--- config.mk ---
export PLATFORM = sky130hd
export DESIGN_NAME = lphm_queue
export DESIGN_NICKNAME = d
export VERILOG_FILES = /design/src/rtl/core/lphm_pkg.sv /design/src/rtl/core/lphm_queue.sv
export SDC_FILE = /design/constraint.sdc
export NUM_CORES = 1
export LEC_CHECK = 0
export ABC_CLOCK_PERIOD_IN_PS = 15300
export BUFFER_PORTS_ARGS = -buffer_cell sky130_fd_sc_hd__buf_2
export CAP_MARGIN = 20
export CORE_MARGIN = 2
export CORE_UTILIZATION = 56
export CTS_BUF_LIST = sky130_fd_sc_hd__clkbuf_16
export DETAILED_ROUTE_END_ITERATION = 6
export HOLD_SLACK_MARGIN = 0.02
export PLACE_DENSITY = 0.93
export SLEW_MARGIN = 10
export SYNTH_ARGS = -nofsm -noshare
export SYNTH_HDL_FRONTEND = slang
export SYNTH_SLANG_ARGS = --single-unit
--- constraint.sdc ---
create_clock -name i_clk -period 15.3 [get_ports i_clk]
set_input_delay 0.765 -clock i_clk [delete_from_list [all_inputs] [get_ports i_clk]]
set_output_delay 0.765 -clock i_clk [all_outputs]
set_load 0.005 [all_outputs]
--- src/rtl/core/lphm_pkg.sv ---
// Shared types, constants and codes for the linear-probe hash map.
package lphm_pkg;

    localparam int CAPACITY    = 4096;
    localparam int SLOT_BITS   = $clog2(CAPACITY);
    localparam int COUNT_BITS  = SLOT_BITS + 1;
    localparam int KEY_BITS    = 64;
    localparam int VALUE_BITS  = 32;
    localparam int STATUS_BITS = 3;
    localparam int LIMIT_BITS  = 12;

    localparam logic [LIMIT_BITS-1:0] LIMIT_RESET = 12'd2867;

    localparam logic [63:0] MIX_MULT  = 64'hff51afd7ed558ccd;
    localparam int          MIX_SHIFT = 33;

    localparam int QUEUE_DEPTH = 2;
    localparam int QPTR_BITS   = (QUEUE_DEPTH > 1) ? $clog2(QUEUE_DEPTH) : 1;
    localparam int QCNT_BITS   = $clog2(QUEUE_DEPTH + 1);

    localparam int PADDR_BITS = 3;
    localparam int PDATA_BITS = 32;
    localparam int REG_BITS   = PADDR_BITS - 2;

    typedef enum logic [REG_BITS-1:0] {
        REG_LOAD_LIMIT = 1'b0
    } t_reg_idx;

    typedef enum logic [0:0] {
        MODE_INSERT = 1'b0,
        MODE_LOOKUP = 1'b1
    } t_mode;

    typedef enum logic [STATUS_BITS-1:0] {
        ST_INSERTED  = 3'd0,
        ST_PRESENT   = 3'd1,
        ST_FOUND     = 3'd2,
        ST_NOT_FOUND = 3'd3,
        ST_FULL      = 3'd4,
        ST_KEY_ZERO  = 3'd5
    } t_status;

    typedef struct packed {
        logic [0:0]            mode;
        logic [KEY_BITS-1:0]   key;
        logic [VALUE_BITS-1:0] value_in;
    } t_req;

    typedef struct packed {
        logic [STATUS_BITS-1:0] status;
        logic [VALUE_BITS-1:0]  value_out;
        logic [SLOT_BITS-1:0]   slot;
        logic [COUNT_BITS-1:0]  occupancy;
    } t_result;

    // Classified request as it waits between front and back
    typedef struct packed {
        logic [0:0]            mode;
        logic                  key_zero;
        logic [KEY_BITS-1:0]   key;
        logic [VALUE_BITS-1:0] value;
        logic [SLOT_BITS-1:0]  home;
    } t_qent;

endpackage

--- src/rtl/core/lphm_queue.sv ---
// Short request queue between front and back.
module lphm_queue (
    input  logic                 i_clk,
    input  logic                 i_rst_n,
    input  logic                 i_push,
    input  lphm_pkg::t_qent      i_push_ent,
    output logic                 o_full,
    input  logic                 i_pop,
    output logic                 o_empty,
    output lphm_pkg::t_qent      o_head
);

    localparam logic [lphm_pkg::QPTR_BITS-1:0] LAST_PTR =
        lphm_pkg::QPTR_BITS'(lphm_pkg::QUEUE_DEPTH - 1);

    lphm_pkg::t_qent                 r_mem [lphm_pkg::QUEUE_DEPTH];
    logic [lphm_pkg::QPTR_BITS-1:0]  r_wp;
    logic [lphm_pkg::QPTR_BITS-1:0]  r_rp;
    logic [lphm_pkg::QCNT_BITS-1:0]  r_cnt;

    logic do_push;
    logic do_pop;

    assign o_full  = (r_cnt == lphm_pkg::QCNT_BITS'(lphm_pkg::QUEUE_DEPTH));
    assign o_empty = (r_cnt == '0);
    assign o_head  = r_mem[r_rp];
    assign do_push = i_push && !o_full;
    assign do_pop  = i_pop && !o_empty;

    always_ff @(posedge i_clk) begin
        if (do_push) begin
            r_mem[r_wp] <= i_push_ent;
        end
    end

    always_ff @(posedge i_clk) begin
        if (!i_rst_n) begin
            r_wp  <= '0;
            r_rp  <= '0;
            r_cnt <= '0;
        end else begin
            if (do_push) begin
                r_wp <= (r_wp == LAST_PTR) ? '0 : r_wp + 1'b1;
            end
            if (do_pop) begin
                r_rp <= (r_rp == LAST_PTR) ? '0 : r_rp + 1'b1;
            end
            if (do_push && !do_pop) begin
                r_cnt <= r_cnt + 1'b1;
            end else if (do_pop && !do_push) begin
                r_cnt <= r_cnt - 1'b1;
            end
        end
    end

endmodule

==> metrics.md <==
| Metric | Value |
|---|---|
| Max transition margin | 0.362 |
| Area Overhead vs Synth | 23.7% |
| Int Pwr | between 1 and 1.5 mW |
| Vias per cell | between 5 and 6 |
| Worst-path cell chain | buf_4 > mux2_1 > buf_2 |
| WP data required | roughly 15 ns |
| Leakage | approximately 3.8 nW |
| Most frequent cells in the layout | 225 x buf_2, 220 x edfxtp_1, 100 x mux2_1 |
| Final Cycle Share | 0.220 |
| Sequential power share | 0.498 |
| VDD IR-drop max | 117 uV |
| Clock period minus worst slack | 3.37 ns |
| Fin cells | 805 |
| Post-route setup TNS | 0 ns |
| CTS tree | built |
| Clk pwr share | 0.302 |
| Hold crit path type | in2reg |
| Clock skew | between 0.01 and 0.015 ns |
| Initial Util | 0.569 |
| Critical path class | reg2out |
| Port Buf Inserts | 225 |
| Status | complete, no violations |
| Hold_buf cts | 0 |
| Worst-skew pair later-pin latency | 0.49 ns |
| Post-route ant nets | 0 |
| Grt ovf | 0 |
| Drt pass-1 iters | 4 |
| RSZ-0062 raised after global routing | false |
| Comb pwr share | 0.200 |
| Switching part of the total power | 0.251 |
| CP Launch Type | register |
| Final Hold Vio Count | 0 |
| GRT Overall Usage | 0.185 |
| Highest Signal Layer | met5 |
| Setup violations, final | 0 |
| Met3 wire len | ~1100 um |
| Post-placement cell count | approximately 770 |
| Post-Synthesis Cells | roughly 370 |
| Share of layout cells above drive strength 1 | 0.435 |
| H-Tree Depth | 1 |
| Synth cell types | 23 |
| Fmax | 0.297 GHz |
| Worst-Margin Slew | about 0.96 ns |
| Crit. End Element | output port |
| Synthesized Nets | roughly 480 |
| Vias in the first global route | roughly 4600 |
| Asr flop ratio synth | 0 |
| Global-route wire length before repair | 22900 um |
| Root buf cell | clkbuf_16 |
| Core Region | about 14000 um2 |
| Placer Congestion | 0.738 |
| Ports | around 230 |
| Min-Delay Startpoint | i_push_ent[59] |
| Final WL | about 15000 um |
| Pwr Density | around 160 nW/um2 |
| Final slew viol count | 0 |
| Synthesized cell area | roughly 8000 um2 |
| # DRC | 0 |
| P_sw | just over 0.4 mW |
| Worst reg-to-reg setup slack | 12.85 ns |
| Critical-path top delay cell | buf_4 |
| Synth Flop Type | edfxtp_1 |
| CP Max Fanout | between 70 and 80 |
| Final nets | 723 |
| Clock buffer depth | 3 |
| Initial DRC count | approximately 270 |
| Largest net degree at the start of global routing | 73 |
| Crit path arrival time | around 2.6 ns |
| CTS Buf Count | 22 |
| Met1 wire length | slightly below 6000 um |
| Die area | roughly 16000 um2 |
| Die width | 125 um |
| Most common cell after layout, fill and taps aside | buf_2 |
| Post-synth EDFFs | 220 |
| Clk slew on worst S/H paths | roughly 0.06 ns |
| Diode count | 0 |
| Post-CTS sizing | 0 |
| Max Cap Viol | 0 |
| CP peak stage delay | roughly 0.81 ns |
| #FFs+latches synth | between 200 and 250 |
| Die Span Y | 125 um |
| Yosys warning count | 0 |
| Rows | between 40 and 50 |
| WL per Instance | between 15 and 20 um |
| Postcts setup bufs | 0 |
| Reg2reg start | r_cnt[0] |
| Final HPWL DP | around 9900 um |
| Vias | about 4200 |
| Seq/Total Area, Yosys | 0.817 |
| Number of antenna violations at the first check in global routing | 1 |
| Met2 wire length | 7670 um |
| Sink Count | 225 |
| Syn Area/Cell | 22.4 um2 |
metal layers:
layer  GRT usage  vias up
met5           0        -
met4      0.0575        2
met3      0.0552       32
met2       0.327      171
met1       0.221     2028
li1            -     1929
final timing paths:
| check | cells past startpoint | end |
|---|---|---|
| worst min-delay path | 1 | r_mem[0][59] |
| worst max register to register | 3 | r_mem[1][25] |
| worst min register to register | 2 | r_cnt[1] |
| worst max-delay path | 3 | o_head[53] |
through the flow:
step                hold WS [ns]  worst slack (ns)  power, mW  instance area, um2   util
global placement           0.496             12.45       1.13                9480  0.657
global route               0.447             11.76       1.69               10100  0.703
CTS                        0.447             11.88       1.64               10100  0.703
floorplan                  0.483              9.64       1.02                8200      -
detailed placement         0.518             12.41       1.15                9480  0.657
finish                     0.463             11.93       1.63               10100  0.703
worst max-delay path: cells and delay by family, from the launching register on:
family | cells | cell delay [ns]
buffers and inverters | 2 | 0.95
DFF | 1 | 0.67
muxes | 1 | 0.42
cell usage after synthesis (2+ instances only):
master | number | area (um2)
xnor2_1 | 2 | 17.5
dfxtp_1 | 5 | 100
mux2_1 | 100 | 1130
edfxtp_1 | 220 | 6610
mux2_2 | 10 | 113
buf_6 | 10 | 113
and2_1 | 3 | 18.8
nor2_1 | 2 | 7.51
power groups by stage:
stage / logic [mW] / clock network (mW) / registers, mW
6_report: 0.325 / 0.492 / 0.810
5_1_grt: 0.356 / 0.521 / 0.818
4_1_cts: 0.331 / 0.499 / 0.811
3_5_place_dp: 0.328 / 0 / 0.823
3_3_place_gp: 0.318 / 0 / 0.816
2_1_floorplan: 0.209 / 0 / 0.811
state kept, by name, indices dropped and copies added (netlist names), named ones only:
signal  cells
r_wp        1
r_mem     220
r_rp        1
r_cnt       2
area by class of cell:
cell class | instances | area [um2]
multi-input combinational | 128 | 1380
tap | 184 | 230
clock inverter | 14 | 88.8
inverter | 2 | 7.51
timing repair buffer | 229 | 1160
fill | 883 | 4280
sequential | 225 | 6710
clock buffer | 23 | 576
cells by family after synthesis:
family,after synthesis,synth area share
buffers and inverters,14,0.0162
and+or+nand+nor,9,0.00671
AOI/OAI and AO/OA,5,0.00397
xor gates and xnor gates,3,0.00320
muxes,110,0.151
DFF,225,0.817
adders and majority gates,1,0.00152
(Power assumes the default switching activity.)
