`src/rtl/core/lphm_pkg.sv`:
```
// Shared types, constants and codes for the linear-probe hash map.
package lphm_pkg;

    localparam int CAPACITY    = 4096;
    localparam int SLOT_BITS   = $clog2(CAPACITY);
    localparam int COUNT_BITS  = SLOT_BITS + 1;
    localparam int KEY_BITS    = 64;
    localparam int VALUE_BITS  = 32;
    localparam int STATUS_BITS = 3;
    localparam int LIMIT_BITS  = 12;

    localparam logic [LIMIT_BITS-1:0] LIMIT_RESET = 12'd2867;

    localparam logic [63:0] MIX_MULT  = 64'hff51afd7ed558ccd;
    localparam int          MIX_SHIFT = 33;

    localparam int QUEUE_DEPTH = 2;
    localparam int QPTR_BITS   = (QUEUE_DEPTH > 1) ? $clog2(QUEUE_DEPTH) : 1;
    localparam int QCNT_BITS   = $clog2(QUEUE_DEPTH + 1);

    localparam int PADDR_BITS = 3;
    localparam int PDATA_BITS = 32;
    localparam int REG_BITS   = PADDR_BITS - 2;

    typedef enum logic [REG_BITS-1:0] {
        REG_LOAD_LIMIT = 1'b0
    } t_reg_idx;

    typedef enum logic [0:0] {
        MODE_INSERT = 1'b0,
        MODE_LOOKUP = 1'b1
    } t_mode;

    typedef enum logic [STATUS_BITS-1:0] {
        ST_INSERTED  = 3'd0,
        ST_PRESENT   = 3'd1,
        ST_FOUND     = 3'd2,
        ST_NOT_FOUND = 3'd3,
        ST_FULL      = 3'd4,
        ST_KEY_ZERO  = 3'd5
    } t_status;

    typedef struct packed {
        logic [0:0]            mode;
        logic [KEY_BITS-1:0]   key;
        logic [VALUE_BITS-1:0] value_in;
    } t_req;

    typedef struct packed {
        logic [STATUS_BITS-1:0] status;
        logic [VALUE_BITS-1:0]  value_out;
        logic [SLOT_BITS-1:0]   slot;
        logic [COUNT_BITS-1:0]  occupancy;
    } t_result;

    // Classified request as it waits between front and back
    typedef struct packed {
        logic [0:0]            mode;
        logic                  key_zero;
        logic [KEY_BITS-1:0]   key;
        logic [VALUE_BITS-1:0] value;
        logic [SLOT_BITS-1:0]  home;
    } t_qent;

endpackage

```
`src/rtl/core/lphm_front.sv`:
```
// Front end: accepts requests, flags key zero and computes the home slot.
module lphm_front (
    input  logic                 i_clk,
    input  logic                 i_rst_n,
    input  logic                 i_clearing,
    input  logic                 i_in_valid,
    input  lphm_pkg::t_req       i_in,
    output logic                 o_in_ready,
    output logic                 o_push,
    output lphm_pkg::t_qent      o_push_ent,
    input  logic                 i_q_full
);

    typedef enum logic [1:0] {
        F_IDLE,
        F_MUL,
        F_SUM,
        F_PUSH
    } t_fstate;

    localparam logic [31:0] MIX_LO = lphm_pkg::MIX_MULT[31:0];
    localparam logic [31:0] MIX_HI = lphm_pkg::MIX_MULT[63:32];

    t_fstate               r_state;
    lphm_pkg::t_qent       r_ent;
    logic [63:0]           r_x;
    logic [63:0]           r_p0;
    logic [31:0]           r_p1;
    logic [31:0]           r_p2;

    logic [63:0]           x_in;
    logic [63:0]           prod0;
    logic [31:0]           prod1;
    logic [31:0]           prod2;
    logic [63:0]           hsum;
    logic [63:0]           hmix;
    logic [lphm_pkg::SLOT_BITS-1:0] n_home;

    assign x_in  = i_in.key ^ (i_in.key >> lphm_pkg::MIX_SHIFT);
    // 64-bit product mod 2^64 from three 32x32 partial products
    assign prod0 = r_x[31:0] * MIX_LO;
    assign prod1 = r_x[63:32] * MIX_LO;
    assign prod2 = r_x[31:0] * MIX_HI;
    assign hsum  = r_p0 + {r_p1 + r_p2, 32'b0};
    assign hmix  = hsum ^ (hsum >> lphm_pkg::MIX_SHIFT);
    assign n_home = hmix[lphm_pkg::SLOT_BITS-1:0];

    assign o_in_ready = (r_state == F_IDLE) && !i_clearing;
    assign o_push     = (r_state == F_PUSH) && !i_q_full;
    assign o_push_ent = r_ent;

    always_ff @(posedge i_clk) begin
        if (!i_rst_n) begin
            r_state <= F_IDLE;
        end else begin
            unique case (r_state)
                F_IDLE: begin
                    if (i_in_valid && o_in_ready) begin
                        r_ent.mode     <= i_in.mode;
                        r_ent.key_zero <= (i_in.key == '0);
                        r_ent.key      <= i_in.key;
                        r_ent.value    <= i_in.value_in;
                        r_x            <= x_in;
                        r_state        <= F_MUL;
                    end
                end
                F_MUL: begin
                    r_p0    <= prod0;
                    r_p1    <= prod1;
                    r_p2    <= prod2;
                    r_state <= F_SUM;
                end
                F_SUM: begin
                    r_ent.home <= n_home;
                    r_state    <= F_PUSH;
                end
                F_PUSH: begin
                    if (!i_q_full) begin
                        r_state <= F_IDLE;
                    end
                end
                default: r_state <= F_IDLE;
            endcase
        end
    end

endmodule

```
`config.mk`:
```
export PLATFORM = sky130hd
export DESIGN_NAME = lphm_front
export DESIGN_NICKNAME = d
export VERILOG_FILES = /design/src/rtl/core/lphm_pkg.sv /design/src/rtl/core/lphm_front.sv
export SDC_FILE = /design/constraint.sdc
export NUM_CORES = 1
export LEC_CHECK = 0
export ABC_AREA = 1
export BUFFER_PORTS_ARGS = -buffer_cell sky130_fd_sc_hd__buf_2
export CORE_MARGIN = 2
export CORE_UTILIZATION = 40
export DETAILED_ROUTE_END_ITERATION = 8
export SLEW_MARGIN = 25
export SYNTH_ARGS = -nofsm -noshare
export SYNTH_HDL_FRONTEND = slang
export SYNTH_SLANG_ARGS = --single-unit
```
`constraint.sdc`:
```
create_clock -name i_clk -period 17.5 [get_ports i_clk]
set_clock_uncertainty 0.15 [all_clocks]
set_input_delay 3.5 -clock i_clk [delete_from_list [all_inputs] [get_ports i_clk]]
set_output_delay 3.5 -clock i_clk [all_outputs]
set_load 0.01 [all_outputs]
```
==> results of run 1 <==
## cell families (layout without fill, tap and decap cells)
family,count (synthesis),in the layout,synth area share [%]
AOI/OAI and AO/OA,143,143,3.16
xor gates and xnor gates,107,107,3.82
adders and majority gates,720,720,48.1
buffers and inverters,821,1035,12.9
DFF,193,193,23.2
and+or+nand+nor,515,515,8.88
## routing by layer
layer | vias to the layer above | global-route usage (%) | wire length [um]
met1 | 8379 | 28.0 | 29300
met3 | 78 | 3.43 | 2700
li1 | 7960 | - | -
met4 | 2 | 6.94 | 1970
met5 | - | 0 | 8
met2 | 400 | 35.3 | 31900
## stage by stage
step	util (%)	instance area [um2]	worst slack (ps)	std cells
2_1_floorplan	-	24900	7550	2499
3_3_place_gp	43.5	26800	9980	3518
3_5_place_dp	43.5	26800	9990	3518
4_1_cts	44.5	27500	9990	3550
5_1_grt	44.5	27500	9960	3550
6_report	44.5	27500	9970	3550
## worst paths after layout
| path | depth (start not counted) | end | slack (ps) | startpoint |
|---|---|---|---|---|
| max | 3 | o_in_ready | 9970 | i_clearing |
| min | 1 | o_push_ent[1]$_DFFE_PP_ | 420 | r_p0[1]$_DFFE_PP_ |
| max reg2reg | 21 | r_p0[37]$_DFFE_PP_ | 10450 | r_x[5]$_DFFE_PP_ |
| min reg2reg | 1 | o_push_ent[1]$_DFFE_PP_ | 420 | r_p0[1]$_DFFE_PP_ |
## sequential cells by signal, indices dropped and copies added (netlist names)
| register | cells |
|---|---|
| o_push_ent | 110 |
| r_p0 | 25 |
| r_p1 | 13 |
| r_p2 | 12 |
| r_state | 2 |
| r_x | 31 |
## cell usage after synthesis (3+ instances only)
master,n,area [um2]
nor3_1,9,45.0
nor3_2,3,30.0
o21ai_0,33,165
nand2_1,296,1110
o21ai_1,5,25.0
nor4_1,17,106
edfxtp_1,191,5740
xnor2_1,22,193
nand3b_1,4,30.0
nand3_1,49,245
fa_1,399,7990
nor2_2,5,31.3
a21o_1,4,30.0
xor2_1,84,736
nor2_1,97,364
nand4_1,19,119
inv_1,785,2950
ha_1,321,4020
nand2_2,6,37.5
buf_4,33,248
o21bai_1,8,60.1
a21oi_1,80,400
## final cells by class
| type | count | area (um2) |
|---|---|---|
| fill | 5994 | 34200 |
| multi-input combinational | 1485 | 16000 |
| sequential | 193 | 5780 |
| inverter | 788 | 2960 |
| timing repair buffer | 215 | 1080 |
| tap | 837 | 1050 |
| clock buffer | 17 | 425 |
| clock inverter | 15 | 228 |
## worst register-to-register path: cells and delay by family (launching register included)
kind	cells	cell delay, ps
adder cells (fa/ha/maj)	9	4360
flip-flops	1	740
buffers and inverters	5	630
AO/OA/AOI/OAI	3	570
AND/OR/NAND/NOR	4	380
==> summary.txt, run 1 <==
run status: completed
Worst Path Required: 13850 ps
Post-CTS Resized: 0
area added between synthesis and finish: 10.2%
Clock Tree Root: clkbuf_16
# diodes: 0
slew margin rel.: 41.2%
RD Place Congestion: 0.979
GRT Total Usage: 21.1%
share of cells above drive strength 1: 10.1%
Setup violations, final: 0
final worst path period share: 43.0%
detailed-route wire length per cell: 18.6 um
Fin. Hold Viols: 0
pin count of the biggest net entering global routing: 71
Worst Path Buf+Inv: 2
Arrival @ worst endpoint: 3880 ps
fin nets: 3522
router iterations before antenna repair: 5
most common cell after layout, fill and taps aside: inv_1
Async SR Flop Fraction: 0%
setup total negative slack: 0 ps
antenna violations before repair: 1
Synth Net Count: 3321
Final min period: 7530 ps
vias in the first global route: 17900
Worst-path clk slew: 70 ps
standard-cell rows: 91
post-synthesis sequential area ratio: 23.2%
Hold Buf Count CTS: 0
CTS tree: done
synth warn: 0
total CTS buffers: 17
worst hold slack: 422 ps
EDFF count, synth: 191
grt total ovfl: 0
routed wire length: 65900 um
Least-Margin Pin Slew: 881 ps
DIE WIDTH: 254 um
CP most frequent cell: buf_2
fmax: 133 MHz
CTS sink count: 193
Setup Fix Bufs, Post-CTS: 0
synthesized area per cell: 9.98 um2
WS Path Type: in2out
post-synth cell types: 43
Routed Antenna Nets: 0
RSZ-0062 raised after global routing: no
slowest stage cell on the critical path: buf_2
Core Box Area: 61700 um2
most frequent cells in the layout: inv_1 (784), fa_1 (399), ha_1 (321), nand2_1 (296), buf_2 (213)
io pins: 214
number of max-cap violations: 0
H-tree Lvls: 4
Cells after Synth: 2499
DR vias/cell: 4.74
crit-path cells: buf_2 -> nor2_1 -> buf_2
Die H: 254 um
Starting Density: 40.4%
Via Count: 16800
Die ar.: 64400 um2
First DRT Iteration DRCs: 794
Startpoint Class: input port
max incr delay on CP: 150 ps
Final Max Tran Viols: 0
ys flop type: edfxtp_1
port bufs: 213
clk_lat worst skew: 510 ps
CTS Buffer Depth: 2
cell family with the largest share of critical-path delay: buffers and inverters
CP Capture Type: output pin
Detail Placement HPWL: 58600 um
CP max FO: 2
synthesized cell area: 24900 um2
first-pass GRT wire length: 101000 um
FF+latch count, synth: 193
HP Class: reg2reg
drc violations: 0
Power of run 1 is left out: the tool's default activity adds up to more than one toggle a clock period on the data nets, which glitch-free logic cannot reach.
==> run 2, diff against run 1 <==
Clock period 17.5 ns to 6.4 ns, I/O delays scaled along.
==> run 2 against run 1 <==
  * Final area increased by 8.7%
  * Cell count increased by 5.9%
  * Routed wire length increased by 6.4%
  * Non-clock buffer count increased by 208
  * Die area unchanged
  * Register-to-register slack got worse by 10000 ps
  * Via count increased by 5.5%
  * Worst setup slack got worse by 9900 ps
  * Critical path depth increased by 20
  * Flip-flop and latch count unchanged
  * Core utilization increased by 3.9 points
  * First-iteration DRC count increased by 22%
  * Critical path type is now reg2reg
==> summary.txt, run 2 (same netlist as run 1, synthesis figures left out) <==
routed wire length: 70100 um (+6.4%)
Final min period: 6350 ps
max reg flops: 110 (unchanged)
most common cell after layout, fill and taps aside: inv_1
reg2reg setup slack: 50 ps (-10400 ps)
standard-cell rows: 91 (unchanged)
# diodes: 0 (unchanged)
antenna violations before repair: 0 (-1)
Startpoint Class: flop
pin count of the biggest net entering global routing: 130 (+83%)
CTS sink count: 193 (unchanged)
clk_lat worst skew: 500 ps (about the same)
CTS tree: done
reg2reg end: r_p0[44]$_DFFE_PP_
port bufs: 213 (unchanged)
area added between synthesis and finish: 19.8%
fin nets: 3730 (+5.9%)
Hold Startpoint: r_p0[1]$_DFFE_PP_
Fin. Hold Viols: 0 (unchanged)
grt total ovfl: 0 (unchanged)
HP Class: reg2reg
Via Count: 17700 (+5.5%)
Final Max Tran Viols: 0 (unchanged)
fmax: 158 MHz
GRT Total Usage: 22.3% (+1.2 points)
run status: completed
RD Place Congestion: 0.941 (-3.9%)
DP Area: 28100 um2 (+4.8%)
Worst Path Required: 6510 ps (-7340 ps)
io pins: 214 (unchanged)
vias in the first global route: 18900 (+6.0%)
Routed Antenna Nets: 0 (unchanged)
most frequent cells in the layout: inv_1 (770), fa_1 (388), ha_1 (289), nand2_1 (269), buf_2 (213)
final worst path period share: 99.2%
detailed-route wire length per cell: 18.6 um (+0.51%)
timing endpoint of the critical path: r_p0[44]$_DFFE_PP_
final instance area: 29900 um2 (+8.7%)
Worst-path clk slew: 90 ps (+20 ps)
WS Path Type: reg2reg
share of cells above drive strength 1: 21.5% (+11 points)
drc violations: 0 (unchanged)
Clock Tree Root: clkbuf_16
Least-Margin Pin Slew: 956 ps (+74.1 ps)
DR vias/cell: 4.72 (-0.35%)
DIE WIDTH: 254 um (unchanged)
reg2reg start: r_x[4]$_DFFE_PP_
Detail Placement HPWL: 62100 um (+5.9%)
CP Capture Type: flop
slew margin rel.: 36.3% (-4.9 points)
Setup violations, final: 0 (unchanged)
Setup crit start: r_x[4]$_DFFE_PP_
First DRT Iteration DRCs: 972 (+22%)
CTS Buffer Depth: 2 (unchanged)
Starting Density: 40.4% (unchanged)
H-tree Lvls: 4 (unchanged)
first-pass GRT wire length: 107000 um (+6.0%)
router iterations before antenna repair: 5 (unchanged)
CP max FO: 4 (+2)
Arrival @ worst endpoint: 6460 ps (+2580 ps)
Die H: 254 um (unchanged)
Core Box Area: 61700 um2 (unchanged)
FF-to-FF path depth: 23 (+9.5%)
RSZ-0062 raised after global routing: yes
number of max-cap violations: 0 (unchanged)
total CTS buffers: 17 (unchanged)
Die ar.: 64400 um2 (unchanged)
==> run 2: cell count changes in the layout (fill, tap and decap cells not counted), moves of 12 or more <==
cell     delta
ha_1       -32
inv_1      -14
nor2_4     +13
nor2_1     -25
nor2_2     +12
ha_4       +28
a21oi_2    +18
a21oi_1    -19
nand2_1    -27
nand2_2    +19
inv_2      +14
buf_4     +199
==> run 2: area by class of cell <==
cell class	instances	area [um2]
Inverter	788	2960
Clock inverter	15	241
Fill cell	5761	31800
Clock buffer	17	425
Multi-Input combinational cell	1485	16700
Sequential cell	193	5780
Timing Repair Buffer	423	2690
Tap cell	837	1050
==> run 2: worst min-delay path by stage <==
stage	endpoint	slack, ps	depth (start not counted)
after floorplan	r_p1[1]$_DFFE_PP_	340	0
after global placement	r_state[1]$_SDFFE_PN0P_	380	2
after detailed placement	o_push_ent[1]$_DFFE_PP_	420	1
after CTS	o_push_ent[2]$_DFFE_PP_	430	1
after global routing	o_push_ent[1]$_DFFE_PP_	460	1
final	o_push_ent[1]$_DFFE_PP_	430	1
==> run 2: stage by stage <==
stage	setup WS (ps)	cells	hold slack, ps	TNS (ps)	utilization (%)
2_1_floorplan	344	2499	335	0	-
3_3_place_gp	-138	3687	377	-625	45.6
3_5_place_dp	-162	3687	415	-715	45.6
4_1_cts	-72.3	3727	434	-72.3	46.8
5_1_grt	-191	3758	455	-955	48.4
6_report	52.1	3758	425	0	48.4
==> run 2: worst max-delay path, stage by stage, from the launching register on <==
cell	delay, ps
edfxtp_1	460
buf_6	160
fa_1	530
fa_1	500
inv_1	50
fa_1	490
inv_2	40
fa_2	460
fa_1	610
fa_1	440
fa_1	490
inv_1	50
fa_1	490
inv_2	50
ha_4	310
nand2_4	80
nor2_4	140
nand2_2	90
nor2_4	100
nand4_1	90
nor2_1	120
nor2_1	70
nand3_1	80
nand2_1	70
==> run 2: repair_timing <==
item,in CTS,in global routing
setup endpoints to repair,9,13
resized for setup,15,180
setup buffers,8,31
pin swaps,3,38
hold buffers,0,0
==> run 2: per-layer routing <==
layer  vias to the layer above  part of all wire [%]  global-route usage (%)
met4                         0                   2.1                    5.63
met5                         -                     0                       0
li1                       8379                     -                       -
met3                        66                   3.7                    2.55
met1                      8869                    45                    30.2
met2                       429                    49                    38.1
Power of run 2 is left out for the same reason.
